<file path="config.mk">
export PLATFORM = sky130hd
export DESIGN_NAME = timespec_add_sub_saturating_unit
export DESIGN_NICKNAME = d
export VERILOG_FILES = /design/src/rtl/tasu_pkg.sv /design/src/rtl/timespec_add_sub_saturating_unit.sv /design/src/rtl/tasu_sum.sv /design/src/rtl/tasu_carry.sv /design/src/rtl/tasu_norm.sv
export SDC_FILE = /design/constraint.sdc
export NUM_CORES = 1
export LEC_CHECK = 0
export BUFFER_PORTS_ARGS = -buffer_cell sky130_fd_sc_hd__buf_2
export CELL_PAD_IN_SITES_DETAIL_PLACEMENT = 1
export CELL_PAD_IN_SITES_GLOBAL_PLACEMENT = 2
export CORE_MARGIN = 2
export CORE_UTILIZATION = 30
export DETAILED_ROUTE_END_ITERATION = 16
export PLACE_DENSITY_LB_ADDON = 0.05
export SLEW_MARGIN = 10
export SYNTH_ARGS = -nofsm -noshare
export SYNTH_HDL_FRONTEND = slang
export SYNTH_SLANG_ARGS = --single-unit
</file>
<file path="constraint.sdc">
create_clock -name clk_i -period 17.7 [get_ports clk_i]
set_input_delay 0.885 -clock clk_i [delete_from_list [all_inputs] [get_ports clk_i]]
set_output_delay 0.885 -clock clk_i [all_outputs]
set_load 0.02 [all_outputs]
</file>
<file path="src/rtl/tasu_pkg.sv">
package tasu_pkg;

  localparam int unsigned SEC_W  = 64;
  localparam int unsigned NSEC_W = 31;
  // Working width of the nanosecond sum: holds twice the largest magnitude.
  localparam int unsigned NACC_W = 32;

  // Bit positions of the operation code.
  localparam int unsigned KIND_SUB_BIT = 0;
  localparam int unsigned KIND_SAT_BIT = 1;

  localparam logic [SEC_W-1:0] SEC_MAX = {1'b0, {(SEC_W-1){1'b1}}};
  localparam logic [SEC_W-1:0] SEC_MIN = {1'b1, {(SEC_W-1){1'b0}}};

  typedef enum logic [1:0] {
    SAT_NONE,
    SAT_LO,
    SAT_HI
  } sat_e;

  typedef struct packed {
    sat_e                      flag;
    logic                      sat;
    logic                      up;
    logic [SEC_W-1:0]          s;
    logic signed [NACC_W-1:0]  n;
  } sum_t;

  typedef struct packed {
    sat_e                      flag;
    logic [SEC_W-1:0]          s;
    logic signed [NACC_W-1:0]  n;
  } carry_t;

endpackage

</file>
<file path="src/rtl/timespec_add_sub_saturating_unit.sv">
// Adds or subtracts two signed time values (seconds plus nanoseconds of the
// same sign) and renormalises the result; kind selects add, subtract and their
// saturating forms, which clamp to the most negative or most positive time.
//
// Both channels are valid/ready. An input transaction is taken when
// in_valid_i and in_ready_o are high; a result is handed over when
// out_valid_o and out_ready_i are high. Every input gives exactly one result.
//
// The operands are captured in an input register. The sum with its seconds
// overflow check, the nanosecond carry and the sign correction are worked out
// in one combinational pass into the result register, which drives out_valid_o
// and loads from the input register. One transaction is accepted per cycle while
// the receiver keeps up.
//
// When the receiver stalls, the result register holds its value and the input
// register fills behind it; in_ready_o falls only once both are full.
// Reset empties both registers; no result is lost or duplicated across a stall.
module timespec_add_sub_saturating_unit #(
  parameter int unsigned NsecPerSec = 1000000000
) (
  input  logic                               clk_i,
  input  logic                               rst_ni,
  input  logic                               in_valid_i,
  output logic                               in_ready_o,
  input  logic [1:0]                         kind_i,
  input  logic signed [tasu_pkg::SEC_W-1:0]  a_sec_i,
  input  logic signed [tasu_pkg::NSEC_W-1:0] a_nsec_i,
  input  logic signed [tasu_pkg::SEC_W-1:0]  b_sec_i,
  input  logic signed [tasu_pkg::NSEC_W-1:0] b_nsec_i,
  output logic                               out_valid_o,
  input  logic                               out_ready_i,
  output logic signed [tasu_pkg::SEC_W-1:0]  res_sec_o,
  output logic signed [tasu_pkg::NSEC_W-1:0] res_nsec_o
);
  import tasu_pkg::*;

  logic                     v0_q, vo_q;
  logic                     en0, eno;
  logic [1:0]               kind_q;
  logic signed [SEC_W-1:0]  a_sec_q, b_sec_q;
  logic signed [NSEC_W-1:0] a_nsec_q, b_nsec_q;
  sum_t                     sum_d;
  carry_t                   carry_d;
  logic signed [SEC_W-1:0]  res_sec_d, res_sec_q;
  logic signed [NSEC_W-1:0] res_nsec_d, res_nsec_q;

  // A register may load whenever it is empty or the one after it moves on.
  assign eno        = !vo_q || out_ready_i;
  assign en0        = !v0_q || eno;
  assign in_ready_o = en0;

  tasu_sum #(.NsecPerSec(NsecPerSec)) u_sum (
    .kind_i   (kind_q),
    .a_sec_i  (a_sec_q),
    .a_nsec_i (a_nsec_q),
    .b_sec_i  (b_sec_q),
    .b_nsec_i (b_nsec_q),
    .sum_o    (sum_d)
  );

  tasu_carry #(.NsecPerSec(NsecPerSec)) u_carry (
    .sum_i   (sum_d),
    .carry_o (carry_d)
  );

  tasu_norm #(.NsecPerSec(NsecPerSec)) u_norm (
    .carry_i    (carry_d),
    .res_sec_o  (res_sec_d),
    .res_nsec_o (res_nsec_d)
  );

  always_ff @(posedge clk_i or negedge rst_ni) begin
    if (!rst_ni) begin
      v0_q <= 1'b0;
      vo_q <= 1'b0;
    end else begin
      if (en0) v0_q <= in_valid_i;
      if (eno) vo_q <= v0_q;
    end
  end

  always_ff @(posedge clk_i) begin
    if (en0 && in_valid_i) begin
      kind_q   <= kind_i;
      a_sec_q  <= a_sec_i;
      a_nsec_q <= a_nsec_i;
      b_sec_q  <= b_sec_i;
      b_nsec_q <= b_nsec_i;
    end
    if (eno && v0_q) begin
      res_sec_q  <= res_sec_d;
      res_nsec_q <= res_nsec_d;
    end
  end

  assign out_valid_o = vo_q;
  assign res_sec_o   = res_sec_q;
  assign res_nsec_o  = res_nsec_q;

endmodule

</file>
<file path="src/rtl/tasu_sum.sv">
module tasu_sum #(
  parameter int unsigned NsecPerSec = 1000000000
) (
  input  logic [1:0]                         kind_i,
  input  logic signed [tasu_pkg::SEC_W-1:0]  a_sec_i,
  input  logic signed [tasu_pkg::NSEC_W-1:0] a_nsec_i,
  input  logic signed [tasu_pkg::SEC_W-1:0]  b_sec_i,
  input  logic signed [tasu_pkg::NSEC_W-1:0] b_nsec_i,
  output tasu_pkg::sum_t                     sum_o
);
  import tasu_pkg::*;

  localparam logic signed [NACC_W-1:0] Lim = NACC_W'(NsecPerSec - 1);

  function automatic logic signed [NACC_W-1:0] clamp_nsec(
    input logic signed [NSEC_W-1:0] raw
  );
    logic signed [NACC_W-1:0] v;
    v = NACC_W'(raw);
    if (v > Lim) v = Lim;
    if (v < -Lim) v = -Lim;
    return v;
  endfunction

  logic                     sub, sat;
  logic signed [NACC_W-1:0] an, bn;
  logic [SEC_W-1:0]         s;
  logic                     sa, sb, sr, ovf, b_nonneg;

  always_comb begin
    sub = kind_i[KIND_SUB_BIT];
    sat = kind_i[KIND_SAT_BIT];
    an  = clamp_nsec(a_nsec_i);
    bn  = clamp_nsec(b_nsec_i);
    s   = sub ? (a_sec_i - b_sec_i) : (a_sec_i + b_sec_i);

    sa  = !a_sec_i[SEC_W-1];
    sb  = !b_sec_i[SEC_W-1];
    sr  = !s[SEC_W-1];
    ovf = sub ? (sa != sb && sa != sr) : (sa == sb && sa != sr);

    // The direction of the nanosecond carry follows the sign of the effective operand b.
    b_nonneg = sb && (bn >= 0);

    sum_o.sat  = sat;
    sum_o.up   = sub ? !b_nonneg : b_nonneg;
    sum_o.s    = s;
    sum_o.n    = sub ? (an - bn) : (an + bn);
    sum_o.flag = SAT_NONE;
    if (sat && ovf) begin
      sum_o.flag = sr ? SAT_LO : SAT_HI;
    end
  end

endmodule

</file>
<file path="src/rtl/tasu_carry.sv">
module tasu_carry #(
  parameter int unsigned NsecPerSec = 1000000000
) (
  input  tasu_pkg::sum_t   sum_i,
  output tasu_pkg::carry_t carry_o
);
  import tasu_pkg::*;

  localparam logic signed [NACC_W-1:0] Ns = NACC_W'(NsecPerSec);

  logic spos, c;

  always_comb begin
    carry_o.flag = sum_i.flag;
    carry_o.s    = sum_i.s;
    carry_o.n    = sum_i.n;
    spos         = !sum_i.s[SEC_W-1] && (sum_i.s != '0);
    c            = 1'b0;

    if (sum_i.flag == SAT_NONE) begin
      if (sum_i.up) begin
        c = !sum_i.s[SEC_W-1] ? (sum_i.n >= Ns) : (sum_i.n > 0);
        if (c) begin
          if (sum_i.sat && sum_i.s == SEC_MAX) begin
            carry_o.flag = SAT_HI;
          end else begin
            carry_o.s = sum_i.s + SEC_W'(1);
            carry_o.n = sum_i.n - Ns;
          end
        end
      end else begin
        c = spos ? (sum_i.n < 0) : (sum_i.n <= -Ns);
        if (c) begin
          if (sum_i.sat && sum_i.s == SEC_MIN) begin
            carry_o.flag = SAT_LO;
          end else begin
            carry_o.s = sum_i.s - SEC_W'(1);
            carry_o.n = sum_i.n + Ns;
          end
        end
      end
    end
  end

endmodule

</file>
<file path="src/rtl/tasu_norm.sv">
module tasu_norm #(
  parameter int unsigned NsecPerSec = 1000000000
) (
  input  tasu_pkg::carry_t                   carry_i,
  output logic signed [tasu_pkg::SEC_W-1:0]  res_sec_o,
  output logic signed [tasu_pkg::NSEC_W-1:0] res_nsec_o
);
  import tasu_pkg::*;

  localparam logic signed [NACC_W-1:0] Ns  = NACC_W'(NsecPerSec);
  localparam logic signed [NACC_W-1:0] Lim = NACC_W'(NsecPerSec - 1);

  logic [SEC_W-1:0]         s;
  logic signed [NACC_W-1:0] n;

  always_comb begin
    s = carry_i.s;
    n = carry_i.n;
    // Borrow or lend one second so that the nanoseconds take the sign of the seconds.
    if (s[SEC_W-1] && n > 0) begin
      s = s + SEC_W'(1);
      n = n - Ns;
    end else if (!s[SEC_W-1] && s != '0 && n < 0) begin
      s = s - SEC_W'(1);
      n = n + Ns;
    end

    unique case (carry_i.flag)
      SAT_HI: begin
        res_sec_o  = SEC_MAX;
        res_nsec_o = Lim[NSEC_W-1:0];
      end
      SAT_LO: begin
        res_sec_o  = SEC_MIN;
        res_nsec_o = NSEC_W'(-Lim);
      end
      SAT_NONE: begin
        res_sec_o  = s;
        res_nsec_o = n[NSEC_W-1:0];
      end
      default: begin
        res_sec_o  = s;
        res_nsec_o = n[NSEC_W-1:0];
      end
    endcase
  end

endmodule

</file>
==> qor.txt, run 1 <==
R2R Path Start: b_nsec_q[2]
DR vias: 30100
most used cell, CP: nor2_1
Most used DFF post-synth: edfxtp_1
hold_buf cts: 0
DR WL/cell: 26.1 microns
Post-CTS Setup Bufs: 0
max incr delay on CP: 0.90 ns
Nets: 4066
R2R cell count: 44
largest net degree at the start of global routing: 81
Placed Area: 32600 sq um
GRT overflow: 0
drt drc: 0
CP bufs+invs: 3
Resized Gates After CTS: 0
Tightest Pin Transition: 1.28 ns
register area share after synthesis: 28.9%
Netlist cell types: 134
total of max-cap violations: 0
WS Path Type: reg -> reg
Comb power frac: 61.0%
RSZ-0062 raised after global routing: false
area leader, netlist: edfxtp_1
sequential group share of total power: 22.0%
Final Util: 34.2%
Final period util: 77.2%
Initial DRC Count: 2217
Total GRT Usage: 25.2%
reg2reg end: res_nsec_o[29]
die area: 103000 sq um
Die H: 320 microns
Warnings, synthesis: 0
Final Skew: 0.0280 ns
number of global-route vias before repair: 30300
syn avg cell area: 8.39 sq um
share of cells above drive strength 1: 14.6%
Final Hold Fails: 0
Clock Pin Slew Worst Setup and Hold Paths: 0.06 ns
Synth async-reset ratio: 0.692%
clock sink count: 289
arrival time worst endpoint: 14.01 ns
delay-heaviest family, CP: simple AND/OR/NAND/NOR gates
Core Region: 98700 sq um
post-layout min period: 13.66 ns
crit start category: register
Skew-Pair Late Insertion Delay: 0.61 ns
CTS tree: done
routed vias/inst: 5.94
pwr/cell area: 128 nW/um^2
synthesis-to-finish area growth: 12.5%
Max Transition Viols Final: 0
number of flops mapped to enable cells by yosys: 287
Tightest Hold Check Type: in -> async
ranking of synthesized cells by area: edfxtp_1, xnor2_1, a21oi_1
Slew headroom: 14.1%
setup_tns: 0 ns
final WL: 132 mm
TritonCTS buffer count: 36
internal power: 2.13 mW
Sw Pwr: 2.19 mW
clk buf depth: 3
clk root buf: clkbuf_16
first-pass GRT wire length: 199 mm
post-DP HPWL: 108 mm
Setup crit end kind: register
antenna-violating nets left: 0
post-synthesis cell area: 30000 sq um
Boundary Pins: 293
cell count after synthesis: 3575
setup violators final: 0
Worst Path Max Fanout: 50
Synth top area share: 28.7%
VDD IR max: 0.0760 mV
Final Instance Area: 33700 sq um
htree depth: 2
flops & latches, synth: 289
initial antenna violation count: 1
Post-Syn Nets: 3883
cell row count: 115
port bufs: 292
drt first pass iters: 5
RD Place Congestion: 0.936
Die W: 320 microns
Reg2Reg Setup Slack: 4.04 ns
CP required: 18.05 ns
Sw Ratio: 50.7%
status: finished, final reports clean
P_leak: 11.8 nW
Starting Density: 30.4%
Clk pwr share: 17.0%
Max Clock Freq: 73.2 MHz
slowest stage cell, crit path: xnor2_1
## Yosys cell counts, types with 32 or more instances
master	count
nand2_1	271
or3_1	49
a21o_1	70
o21ai_1	46
edfxtp_1	287
and2_1	51
nand3_1	107
o211ai_1	54
nand4_1	98
and3_1	47
o21a_1	32
inv_1	89
nor2_1	307
ha_1	110
nor3_1	134
xnor2_1	194
nand2b_1	36
a31oi_1	61
o21ai_0	160
xor2_1	94
or4_1	34
nor4_1	66
buf_2	50
a21oi_1	321
a211oi_1	42
clkbuf_1	104
## stage by stage
stage          total power, mW  worst slack [ns]  hold WS, ns  std cells
6_report                  4.33              4.04       0.0597       5070
5_1_grt                   4.60              2.90       0.0342       5069
4_1_cts                   4.33              4.06       0.0163       5069
3_5_place_dp              3.57              4.08        0.483       5007
3_3_place_gp              3.54              4.27        0.471       5007
2_1_floorplan             2.71              7.61        0.449       3575
## power by group through the flow
stage          Combinational (mW)  Sequential, mW  Clock (mW)
3_3_place_gp                 2.58           0.967           0
2_1_floorplan                1.66            1.05           0
4_1_cts                      2.61           0.957       0.762
5_1_grt                      2.85           0.965       0.781
3_5_place_dp                 2.60           0.970           0
6_report                     2.64           0.954       0.734
## cell usage in the layout, fill, tap and decap left out, types with 23 or more instances in the layout
cell type,synthesis,final
nand3_1,107,107
and3_1,47,47
nand2b_1,36,36
nand4_1,98,98
a21o_1,70,70
nor3_1,134,134
o211ai_1,54,54
o21ai_1,46,45
o22ai_1,24,24
a211oi_1,42,42
a31oi_1,61,61
a21oi_1,321,320
buf_2,50,292
nor4_1,66,66
or3_1,49,49
xor2_1,94,93
and4_1,23,23
and2_1,51,49
nand2_1,271,271
buf_4,10,39
o31ai_1,29,29
or4_1,34,34
edfxtp_1,287,287
o21a_1,32,32
nor2b_1,29,28
a22oi_1,24,24
ha_1,110,109
clkbuf_16,0,36
nor2_1,307,306
o21ai_0,160,160
inv_1,89,89
xnor2_1,194,193
## kinds of logic (layout without fill, tap and decap cells)
logic type,Yosys count,count (layout),share of synthesized area (%)
buf+inv,276,483,3.91
compound gates,1170,1170,27.0
fa+ha+maj,112,112,4.72
xor+xnor,302,302,9.25
simple gates,1405,1405,25.5
mux,21,21,0.713
other cells,0,1,0
flops,289,289,28.9
## how the worst max path moves through the flow
stage	cells after the start	start	slack [ns]	to
2_1_floorplan	45	b_nsec_q[2]	7.61	res_nsec_o[29]
3_3_place_gp	44	b_nsec_q[2]	4.27	res_nsec_o[29]
3_5_place_dp	44	b_nsec_q[2]	4.08	res_nsec_o[29]
4_1_cts	44	b_nsec_q[2]	4.06	res_nsec_o[29]
5_1_grt	44	b_nsec_q[2]	2.90	res_sec_o[61]
6_report	44	b_nsec_q[2]	4.04	res_nsec_o[29]
## registers in the layout (all words and copies together) (netlist names), 2 cells and up
name        flops
a_nsec_q       31
a_sec_q        64
kind_q          2
b_sec_q        64
res_nsec_o     31
res_sec_o      64
b_nsec_q       31
## cell type report
type / instances / area [sq um]
fill: 11700 / 65000
inverter: 90 / 338
clock inverter: 20 / 186
antenna: 1 / 2.50
sequential: 289 / 8670
clock buffer: 42 / 943
tap: 1287 / 1610
timing repair buffer: 331 / 1750
multi-input combinational: 3010 / 20200
## worst register-to-register path, delay by kind of cell (launching register included)
family	cells	cell delay, ns
adders and majority gates	3	0.95
DFF	1	0.44
xor gates and xnor gates	2	1.12
and+or+nand+nor	24	7.10
AOI/OAI and AO/OA	12	2.98
buffers and inverters	3	0.82
## layer usage
layer  global-route usage [%]  up-vias  part of all wire (%)
met2                     38.0      815                    42
met1                     38.3    15000                    52
li1                         -    14200                     -
met3                     2.64      103                   4.3
met4                     5.13        0                   1.7
met5                        0        -                     0
(Power assumes the default switching activity.)
==> inputs of run 2 (changes only) <==
==> constraint.sdc (replaced) <==
create_clock -name clk_i -period 11.9 [get_ports clk_i]
set_input_delay 0.595 -clock clk_i [delete_from_list [all_inputs] [get_ports clk_i]]
set_output_delay 0.595 -clock clk_i [all_outputs]
set_load 0.02 [all_outputs]
==> run 2 against run 1 <==
Effect of this change:
- non-clock buffer count grew 187
- via count grew 3.1%
- power grew 56%
- clock power grew 50%
- critical path type unchanged
- largest cell class unchanged
- highest routed layer unchanged
==> qor.txt, run 2 (synthesis results as in run 1) <==
status: finished, final reports clean
total of max-cap violations: 0 (unchanged)
WS Path Type: reg -> reg
R2R cell count: 34 (-23%)
Die H: 320 microns (unchanged)
Starting Density: 30.4% (unchanged)
GRT overflow: 0 (unchanged)
slowest stage cell, crit path: or4_1
Max Clock Freq: 89.3 MHz (+22%)
final WL: 134 mm (+1.0%)
commonest cells after routing, fill and taps aside: a21oi_1, nor2_1, buf_2
FILL cells: 11700 (-0.15%)
VDD IR max: 0.104 mV (+37%)
Final period util: 94.1% (+17 points)
TritonCTS buffer count: 36 (unchanged)
DR vias: 31000 (+3.1%)
reg2reg end: res_sec_o[38]
pwr/cell area: 192 nW/um^2 (+49%)
RD Place Congestion: 0.909 (-2.9%)
initial antenna violation count: 2 (+1)
Boundary Pins: 293 (unchanged)
top sig layer: met4
max incr delay on CP: 0.60 ns (-0.30 ns)
antenna-violating nets left: 0 (unchanged)
post-DP HPWL: 111 mm (+2.9%)
Final Hold Fails: 0 (unchanged)
Clock Pin Slew Worst Setup and Hold Paths: 0.07 ns (about the same)
RSZ-0062 raised after global routing: false
drt drc: 0 (unchanged)
R2R Path Start: b_sec_q[6]
Total GRT Usage: 25.4% (+0.21 points)
Tightest Pin Transition: 1.16 ns (-0.118 ns)
Final Skew: 0.0168 ns (-0.0112 ns)
post-layout min period: 11.20 ns (-2.47 ns)
Die W: 320 microns (unchanged)
cell row count: 115 (unchanged)
Initial DRC Count: 1995 (-10%)
die area: 103000 sq um (unchanged)
clock sink count: 289 (unchanged)
setup_tns: 0 ns (unchanged)
Skew-Pair Late Insertion Delay: 0.61 ns (about the same)
htree depth: 2 (unchanged)
CP required: 12.27 ns (-5.78 ns)
Core Region: 98700 sq um (unchanged)
most used cell, CP: buf_4
Slew headroom: 22.1% (+7.9 points)
setup violators final: 0 (unchanged)
number of global-route vias before repair: 31300 (+3.3%)
DR WL met3: 6.03 mm (+5.7%)
clk root buf: clkbuf_16
Tightest Hold Check Type: in -> reg
largest net degree at the start of global routing: 156 (+93%)
Worst Path Max Fanout: 11 (-78%)
synthesis-to-finish area growth: 17.7%
Nets: 4253 (+4.6%)
WL met2: 56.9 mm (+1.4%)
routed vias/inst: 5.90 (-0.60%)
clk buf depth: 3 (unchanged)
port bufs: 292 (unchanged)
WL met1: 67.6 mm (-1.1%)
drt first pass iters: 5 (unchanged)
hold depth: 1
commonest non-fill, non-tap cell in the layout: a21oi_1
DR WL/cell: 25.4 microns (-2.6%)
Setup crit end kind: register
CTS tree: done
Hold Startpoint: a_sec_i[41]
arrival time worst endpoint: 11.57 ns (-2.44 ns)
share of cells above drive strength 1: 18.9% (+4.3 points)
first-pass GRT wire length: 201 mm (+1.1%)
Reg2Reg Setup Slack: 0.70 ns (-3.33 ns)
crit start category: register
P_leak: 12.7 nW (+8.0%)
tightest hold margin: 0.159 ns (+0.0990 ns)
Max Transition Viols Final: 0 (unchanged)
Worst Hold Endpoint: a_sec_q[41]
## run 2: cell types whose count changed in the layout (fill, tap and decap cells not counted), sizes merged
cell,before,now
buf,331,517
bufinv,2,3
clkinvlp,1,2
dlygate4sd3,0,1
clkinv,13,17
inv,94,93
clkbuf,42,39
## run 2: layer usage
metal  track usage, %  vias up
li1                 -    14600
met4             6.37        0
met3             2.32      134
met2             38.6      901
met1             38.2    15400
met5                0        -
## run 2: power breakdown
| group | internal, mW | switching [mW] |
|---|---|---|
| clock network | 0.624 | 0.471 |
| logic | 1.46 | 2.79 |
| registers | 1.35 | 0.0676 |
| total | 3.44 | 3.33 |
## run 2: final cells by class
class	count	area (sq um)	share of cell area [%]
tap	1287	1610	4.56
inverter	90	338	0.957
multi-input combinational	3010	20300	57.6
timing repair buffer	518	3210	9.10
sequential	289	8670	24.6
clock buffer	39	912	2.58
clock inverter	25	231	0.656
antenna	1	2.50	0.00709
## run 2: how the worst max path moves through the flow
stage | startpoint | to | cells after the start
after floorplan | b_nsec_q[2] | res_nsec_o[29] | 45
after global placement | b_nsec_q[2] | res_sec_o[38] | 44
after detailed placement | b_nsec_q[2] | res_sec_o[38] | 44
after CTS | b_nsec_q[2] | res_sec_o[38] | 44
after global routing | b_nsec_q[1] | res_sec_o[57] | 46
final | b_sec_q[6] | res_sec_o[38] | 34
## run 2: repair_timing
| item | CTS | global route |
|---|---|---|
| hold endpoints to repair | 2 | 0 |
| buffers inserted | 0 | 2 |
| hold buffers | 1 | 0 |
| setup endpoints to repair | 0 | 86 |
| resized for setup | 0 | 25 |
## run 2: metrics by stage
stage	power (mW)	util, %	setup WS (ns)	instances	instance area (sq um)
2_1_floorplan	4.03	-	1.81	3575	30000
3_3_place_gp	5.57	34.4	0.304	5191	34000
3_5_place_dp	5.60	34.4	0.167	5191	34000
4_1_cts	6.73	35.6	0.175	5256	35100
5_1_grt	7.20	35.8	0.0340	5258	35300
6_report	6.76	35.8	0.702	5259	35300
## run 2: critical path, delay by kind of cell (launching register included)
family                     cells  cell delay (ns)
adders and majority gates      1             0.50
buffers and inverters          5             1.01
xor gates and xnor gates       3             0.45
and+or+nand+nor               14             5.48
DFF                            1             0.48
AOI/OAI and AO/OA             11             3.00
